### config.mk
export PLATFORM = sky130hd
export DESIGN_NAME = refcounted_key_table
export DESIGN_NICKNAME = d
export VERILOG_FILES = /design/src/rtl/core/rkt_pkg.sv /design/src/rtl/core/rkt_cell.sv /design/src/rtl/core/refcounted_key_table.sv
export SDC_FILE = /design/constraint.sdc
export NUM_CORES = 2
export LEC_CHECK = 0
export BUFFER_PORTS_ARGS = -buffer_cell sky130_fd_sc_hd__buf_4
export CAP_MARGIN = 15
export CORE_ASPECT_RATIO = 1.4
export CORE_MARGIN = 1
export CORE_UTILIZATION = 58
export DETAILED_ROUTE_END_ITERATION = 8
export GPL_TIMING_DRIVEN = 1
export PLACE_DENSITY = 0.77
export SYNTH_ARGS = -nofsm -noshare
export SYNTH_HDL_FRONTEND = slang
export SYNTH_SLANG_ARGS = --single-unit
### constraint.sdc
create_clock -name clk -period 5.3 [get_ports clk]
set_input_delay 1.06 -clock clk [delete_from_list [all_inputs] [get_ports clk]]
set_output_delay 1.06 -clock clk [all_outputs]
set_load 0.02 [all_outputs]
### src/rtl/core/rkt_pkg.sv
package rkt_pkg;

  localparam int unsigned KEY_W = 22;
  localparam int unsigned OUT_W = 16;

  localparam logic [1:0] OP_REF   = 2'd0;
  localparam logic [1:0] OP_UNREF = 2'd1;
  localparam logic [1:0] OP_QUERY = 2'd2;

  localparam logic [1:0] ST_OK        = 2'd0;
  localparam logic [1:0] ST_NOT_FOUND = 2'd1;
  localparam logic [1:0] ST_FULL      = 2'd2;

  typedef enum logic [1:0] {
    FSM_IDLE,
    FSM_LOOK,
    FSM_EXEC
  } fsm_state_t;

  // Broadcast from the controller to every cell of the row.
  typedef struct packed {
    logic             lookup;
    logic             update;
    logic             hit_any;
    logic [1:0]       op;
    logic [KEY_W-1:0] key;
  } cell_cmd_t;

endpackage

### src/rtl/core/rkt_cell.sv
module rkt_cell #(
  parameter int unsigned COUNT_BITS = 16
) (
  input  logic                    clk,
  input  logic                    rst_n,
  input  rkt_pkg::cell_cmd_t      cmd,
  input  logic                    free_in,
  output logic                    free_out,
  input  logic                    hit_in,
  output logic                    hit_out,
  input  logic [COUNT_BITS-1:0]   cnt_in,
  output logic [COUNT_BITS-1:0]   cnt_out
);

  logic [rkt_pkg::KEY_W-1:0] key_r;
  logic [COUNT_BITS-1:0]     count_r;
  logic                      valid_r;
  logic                      hit_r;
  logic                      first_r;
  logic                      hit;

  assign hit      = valid_r && (key_r == cmd.key);
  assign free_out = free_in | ~valid_r;
  assign hit_out  = hit_in | hit;
  assign cnt_out  = cnt_in | (hit ? count_r : '0);

  always_ff @(posedge clk) begin
    if (!rst_n) begin
      valid_r <= 1'b0;
      hit_r   <= 1'b0;
      first_r <= 1'b0;
    end else begin
      if (cmd.lookup) begin
        hit_r   <= hit;
        first_r <= ~valid_r & ~free_in;
      end
      if (cmd.update) begin
        if (hit_r) begin
          if (cmd.op == rkt_pkg::OP_REF) begin
            if (count_r != {COUNT_BITS{1'b1}}) begin
              count_r <= count_r + COUNT_BITS'(1);
            end
          end else if (cmd.op == rkt_pkg::OP_UNREF) begin
            if (count_r <= COUNT_BITS'(1)) begin
              count_r <= '0;
              valid_r <= 1'b0;
            end else begin
              count_r <= count_r - COUNT_BITS'(1);
            end
          end
        end else if (first_r && !cmd.hit_any && cmd.op == rkt_pkg::OP_REF) begin
          valid_r <= 1'b1;
          key_r   <= cmd.key;
          count_r <= COUNT_BITS'(1);
        end
      end
    end
  end

endmodule

### src/rtl/core/refcounted_key_table.sv
// Each input transfer runs a lookup pass (LOOK) and an update pass (EXEC)
// through the row of table cells, and the result is registered onto out_valid.
// A new item waits for the last one's update pass, which a stalled output holds.
// Reset (rst_n low, synchronous) clears all valid marks at once; no clearing
// pass is needed and the block takes items right after reset.
module refcounted_key_table #(
  parameter int unsigned TABLE_ENTRIES = 16,
  parameter int unsigned COUNT_BITS    = 16
) (
  input  logic                        clk,
  input  logic                        rst_n,
  input  logic                        in_valid,
  output logic                        in_stall,
  input  logic [1:0]                  in_op,
  input  logic [rkt_pkg::KEY_W-1:0]   in_proc_id,
  output logic                        out_valid,
  input  logic                        out_stall,
  output logic [rkt_pkg::OUT_W-1:0]   out_ref_count,
  output logic [1:0]                  out_status
);

  rkt_pkg::fsm_state_t state_r, state_nxt;

  logic [1:0]                op_r;
  logic [rkt_pkg::KEY_W-1:0] key_r;
  logic                      hit_any_r;
  logic                      free_any_r;
  logic [COUNT_BITS-1:0]     hit_cnt_r;
  logic                      out_valid_r;
  logic [rkt_pkg::OUT_W-1:0] out_cnt_r;
  logic [1:0]                out_status_r;

  logic                      in_xfer;
  logic                      done;
  rkt_pkg::cell_cmd_t        cmd;

  logic [TABLE_ENTRIES:0]    free_chain;
  logic [TABLE_ENTRIES:0]    hit_chain;
  logic [COUNT_BITS-1:0]     cnt_chain [TABLE_ENTRIES+1];

  logic [COUNT_BITS-1:0]     res_cnt;
  logic [1:0]                res_status;
  logic [32:0]               res_wide;

  assign free_chain[0] = 1'b0;
  assign hit_chain[0]  = 1'b0;
  assign cnt_chain[0]  = '0;

  for (genvar i = 0; i < TABLE_ENTRIES; i++) begin : g_cell
    rkt_cell #(.COUNT_BITS(COUNT_BITS)) u_cell (
      .clk      (clk),
      .rst_n    (rst_n),
      .cmd      (cmd),
      .free_in  (free_chain[i]),
      .free_out (free_chain[i+1]),
      .hit_in   (hit_chain[i]),
      .hit_out  (hit_chain[i+1]),
      .cnt_in   (cnt_chain[i]),
      .cnt_out  (cnt_chain[i+1])
    );
  end

  assign done    = (state_r == rkt_pkg::FSM_EXEC) && (!out_valid_r || !out_stall);
  assign in_xfer = in_valid && !in_stall;

  always_comb begin
    state_nxt = state_r;
    unique case (state_r)
      rkt_pkg::FSM_IDLE: begin
        if (in_xfer) state_nxt = rkt_pkg::FSM_LOOK;
      end
      rkt_pkg::FSM_LOOK: begin
        state_nxt = rkt_pkg::FSM_EXEC;
      end
      rkt_pkg::FSM_EXEC: begin
        if (done) state_nxt = in_xfer ? rkt_pkg::FSM_LOOK : rkt_pkg::FSM_IDLE;
      end
      default: state_nxt = rkt_pkg::FSM_IDLE;
    endcase
  end

  always_comb begin
    in_stall    = !((state_r == rkt_pkg::FSM_IDLE) || done);
    cmd.lookup  = (state_r == rkt_pkg::FSM_LOOK);
    cmd.update  = done;
    cmd.hit_any = hit_any_r;
    cmd.op      = op_r;
    cmd.key     = key_r;
  end

  always_comb begin
    res_cnt    = '0;
    res_status = rkt_pkg::ST_OK;
    unique case (op_r)
      rkt_pkg::OP_REF: begin
        if (hit_any_r) begin
          res_cnt = (hit_cnt_r == {COUNT_BITS{1'b1}}) ? hit_cnt_r
                                                      : hit_cnt_r + COUNT_BITS'(1);
        end else if (free_any_r) begin
          res_cnt = COUNT_BITS'(1);
        end else begin
          res_status = rkt_pkg::ST_FULL;
        end
      end
      rkt_pkg::OP_UNREF: begin
        if (hit_any_r) begin
          res_cnt = (hit_cnt_r <= COUNT_BITS'(1)) ? '0 : hit_cnt_r - COUNT_BITS'(1);
        end else begin
          res_status = rkt_pkg::ST_NOT_FOUND;
        end
      end
      default: begin
        if (hit_any_r) begin
          res_cnt = hit_cnt_r;
        end else begin
          res_status = rkt_pkg::ST_NOT_FOUND;
        end
      end
    endcase
    res_wide = 33'(res_cnt);
  end

  always_ff @(posedge clk) begin
    if (!rst_n) begin
      state_r     <= rkt_pkg::FSM_IDLE;
      out_valid_r <= 1'b0;
    end else begin
      state_r <= state_nxt;
      if (done) begin
        out_valid_r <= 1'b1;
      end else if (!out_stall) begin
        out_valid_r <= 1'b0;
      end
    end
  end

  always_ff @(posedge clk) begin
    if (in_xfer) begin
      op_r  <= in_op;
      key_r <= in_proc_id;
    end
    if (state_r == rkt_pkg::FSM_LOOK) begin
      hit_any_r  <= hit_chain[TABLE_ENTRIES];
      free_any_r <= free_chain[TABLE_ENTRIES];
      hit_cnt_r  <= cnt_chain[TABLE_ENTRIES];
    end
    if (done) begin
      out_cnt_r    <= (res_wide > 33'h0FFFF) ? {rkt_pkg::OUT_W{1'b1}}
                                             : res_wide[rkt_pkg::OUT_W-1:0];
      out_status_r <= res_status;
    end
  end

  assign out_valid     = out_valid_r;
  assign out_ref_count = out_cnt_r;
  assign out_status    = out_status_r;

endmodule
==> results.md <==
* Met3 wire len at 13300 microns
* Max VDD drop at 0.462 mV
* Status: finished clean
* Clk_lat worst skew at 650 ps
* GPL Wtd Cong at 1.08
* Commonest non-fill, non-tap cells in the layout: edfxtp_1 (668), nand3_1 (431), xnor2_1 (400)
* CTS buffer count at 73
* Placed cells at 5049
* Largest net degree at the start of global routing at 149
* Dpl hpwl at 95000 microns
* Worst-path clk slew at 60 ps
* P_sw at 2740 uW
* Layout Cells excl Fill at 5189
* Vias in the first global route at 33300
* Final setup fails at 0
* Post_cts resized at 0
* EDFF count, synth at 668
* Post-layout utilization of the core at 64.1%
* Synth warnings at 0
* Combinational cell fraction of total power at 4.9%
* Period minus WS final at 3750 ps
* Netlist cell types at 79
* Core area at 71800 sq um
* P&R area growth vs syn at 8.85%
* Multi-input gate area at 19800 sq um
* Layout cells sized above 1 at 8.35%
* Pwr dens at 264 nW/um^2
* CTS tree: yes
* Max-slew violation count at 0
* Synth Area per Inst at 9.86 sq um
* Int Power at 9430 uW
* PortBufs at 47
* Sequential-to-total area share from yosys stat at 49.8%
* Initial core utilization at 58.9%
* GRT Total Usage at 36.8%
* Clk sinks at 719
* Met1 WL at 48600 microns
* Global-route wire length before repair at 206000 microns
* Post-route ant nets at 0
* #FFs+latches synth at 719
* Routed wire length at 137000 microns
* Asr flop ratio synth at 0%
* Cell area after layout at 46100 sq um
* Least-Margin Pin Slew at 1180 ps
* H-tree Lvls at 3
* CTS Hold Bufs at 0
* CP arrival at 4020 ps
* # fillers at 5671
* Register Area at 21100 sq um
* Top-area cell type share of the netlist area at 47.4%
* Unrepaired setup endpoints after global routing: false
* DR pass1 iterations at 7
* Sw Share at 22.5%
* Post-CTS setup repair buffer count at 0
* Crit. End Element: flop
* # nets final at 4263
* Largest area contributor in the netlist: edfxtp_1
* Antenna violations before repair at 8
* Mapped Area at 42300 sq um
* Initial drt markers at 4715
* Syn Nets at 4369
* Gr ovfl total at 0
* Highest routed layer: met5
* Clock network fraction of design power at 43.9%
* MaxCap Viol Count at 0
* WL met2 at 63300 microns
* Commonest non-fill, non-tap cell in the layout: edfxtp_1
* Die area at 74100 sq um
* DP Area at 43600 sq um
* Critical setup path kind: flop to flop
* Die Wd at 230 microns
* Via density at 6.90
* Worst Skew at 29.3 ps
* Final Hold Vio Count at 0
* Relative slew slack at 21.3%
* Synth area leaders: edfxtp_1 (47%), xnor2_1 (8.3%), nand3_1 (5.1%)
* Via count at 35800
* Leading register cell type out of synthesis: edfxtp_1
* Fmax at 266 MHz
* CTS root buffer: clkbuf_16
* Max FO, Critical Path at 29
* HP Class: flop to flop
* Wire length per cell at 26.5 microns
* Die height at 322 microns
* Fin Setup TNS at 0 ps
* Period utilisation layout at 70.8%
* Pleak at 0.0148 uW
* WP data required at 5570 ps
* IO Pins at 48
* Setup crit start kind: flop
* Sequential fraction of design power at 51.2%
* Cell count after synthesis at 4290
* CTS Buffer Depth at 3
* Std cell rows at 116
* DR DRC count at 0
-- kinds of logic after synthesis --
family	synth area share [%]
and+or+nand+nor	23.5
AOI/OAI and AO/OA	12.5
DFF	49.8
xor gates and xnor gates	8.76
buffers and inverters	3.81
adders and majority gates	1.51
muxes	0.121
-- sequential cells by signal (all words and copies together) (netlist names) --
register / flops
g_cell.u_cell.key_r: 352
g_cell.u_cell.count_r: 256
key_r: 22
g_cell.u_cell.first_r: 16
g_cell.u_cell.hit_r: 16
g_cell.u_cell.valid_r: 16
hit_cnt_r: 16
out_ref_count: 16
op_r: 2
out_status: 2
state_r: 2
free_any_r: 1
hit_any_r: 1
out_valid: 1
-- final timing paths --
path | slack, ps | end | from | cells past startpoint
setup / recovery | 1550 | g_cell[14].u_cell.count_r[10]$_SDFFCE_PN0P_ | op_r[0]$_DFFE_PP_ | 6
setup reg to reg | 1550 | g_cell[14].u_cell.count_r[10]$_SDFFCE_PN0P_ | op_r[0]$_DFFE_PP_ | 6
hold reg to reg | 460 | g_cell[8].u_cell.first_r$_SDFFE_PN0N_ | g_cell[8].u_cell.first_r$_SDFFE_PN0N_ | 2
hold / removal | 460 | g_cell[8].u_cell.first_r$_SDFFE_PN0N_ | g_cell[8].u_cell.first_r$_SDFFE_PN0N_ | 2
-- cell type report --
type / count / area share (%)
flip-flops and latches: 719 / 45.8
multi-input cells: 3154 / 43.0
clock buffers: 84 / 4.06
repair buffers: 157 / 2.72
well taps: 944 / 2.56
clock inverters: 48 / 1.17
inverters: 79 / 0.644
diodes: 4 / 0.0217
-- metrics by stage --
step | worst slack, ps | hold WS (ps) | power (uW)
4_1_cts | 1490 | 469 | 12200
3_3_place_gp | 1350 | 452 | 6920
5_1_grt | 1480 | 491 | 12400
6_report | 1550 | 464 | 12200
2_1_floorplan | 641 | 441 | 6710
3_5_place_dp | 1290 | 460 | 6930
-- layer usage --
metal | global-route usage [%] | vias up
met5 | 0 | -
met4 | 28.6 | 12
li1 | - | 16000
met1 | 43.5 | 17200
met2 | 58.4 | 2037
met3 | 7.89 | 496
-- synth_stat cells, types with 50 or more instances --
| cell type | number |
|---|---|
| xnor2_1 | 400 |
| or3_1 | 71 |
| nor2_1 | 308 |
| clkbuf_1 | 291 |
| nor3_1 | 156 |
| nor4_1 | 98 |
| nand4_1 | 199 |
| nand3_1 | 431 |
| edfxtp_1 | 668 |
| o21ai_0 | 184 |
| dfxtp_1 | 51 |
| inv_1 | 76 |
| ha_1 | 51 |
| and2_1 | 88 |
| a21oi_1 | 135 |
| nand2_1 | 286 |
| o22ai_1 | 50 |
| or4_1 | 53 |
| o311a_1 | 59 |
| and3_1 | 94 |
-- power by group through the flow --
stage | logic [uW] | registers (uW) | clock network [uW]
global placement | 566 | 6350 | 0
CTS | 582 | 6230 | 5390
global route | 627 | 6230 | 5580
finish | 591 | 6230 | 5340
detailed placement | 577 | 6350 | 0
floorplan | 371 | 6340 | 0
-- worst max-delay path, stage by stage (launching register included) --
cell      delay, ps
edfxtp_1        380
or2_4           420
nor2_1          390
nand3_1         440
buf_4           330
nor2_2          870
a31o_2          550
Note: power is estimated with default switching activity, not from simulation.
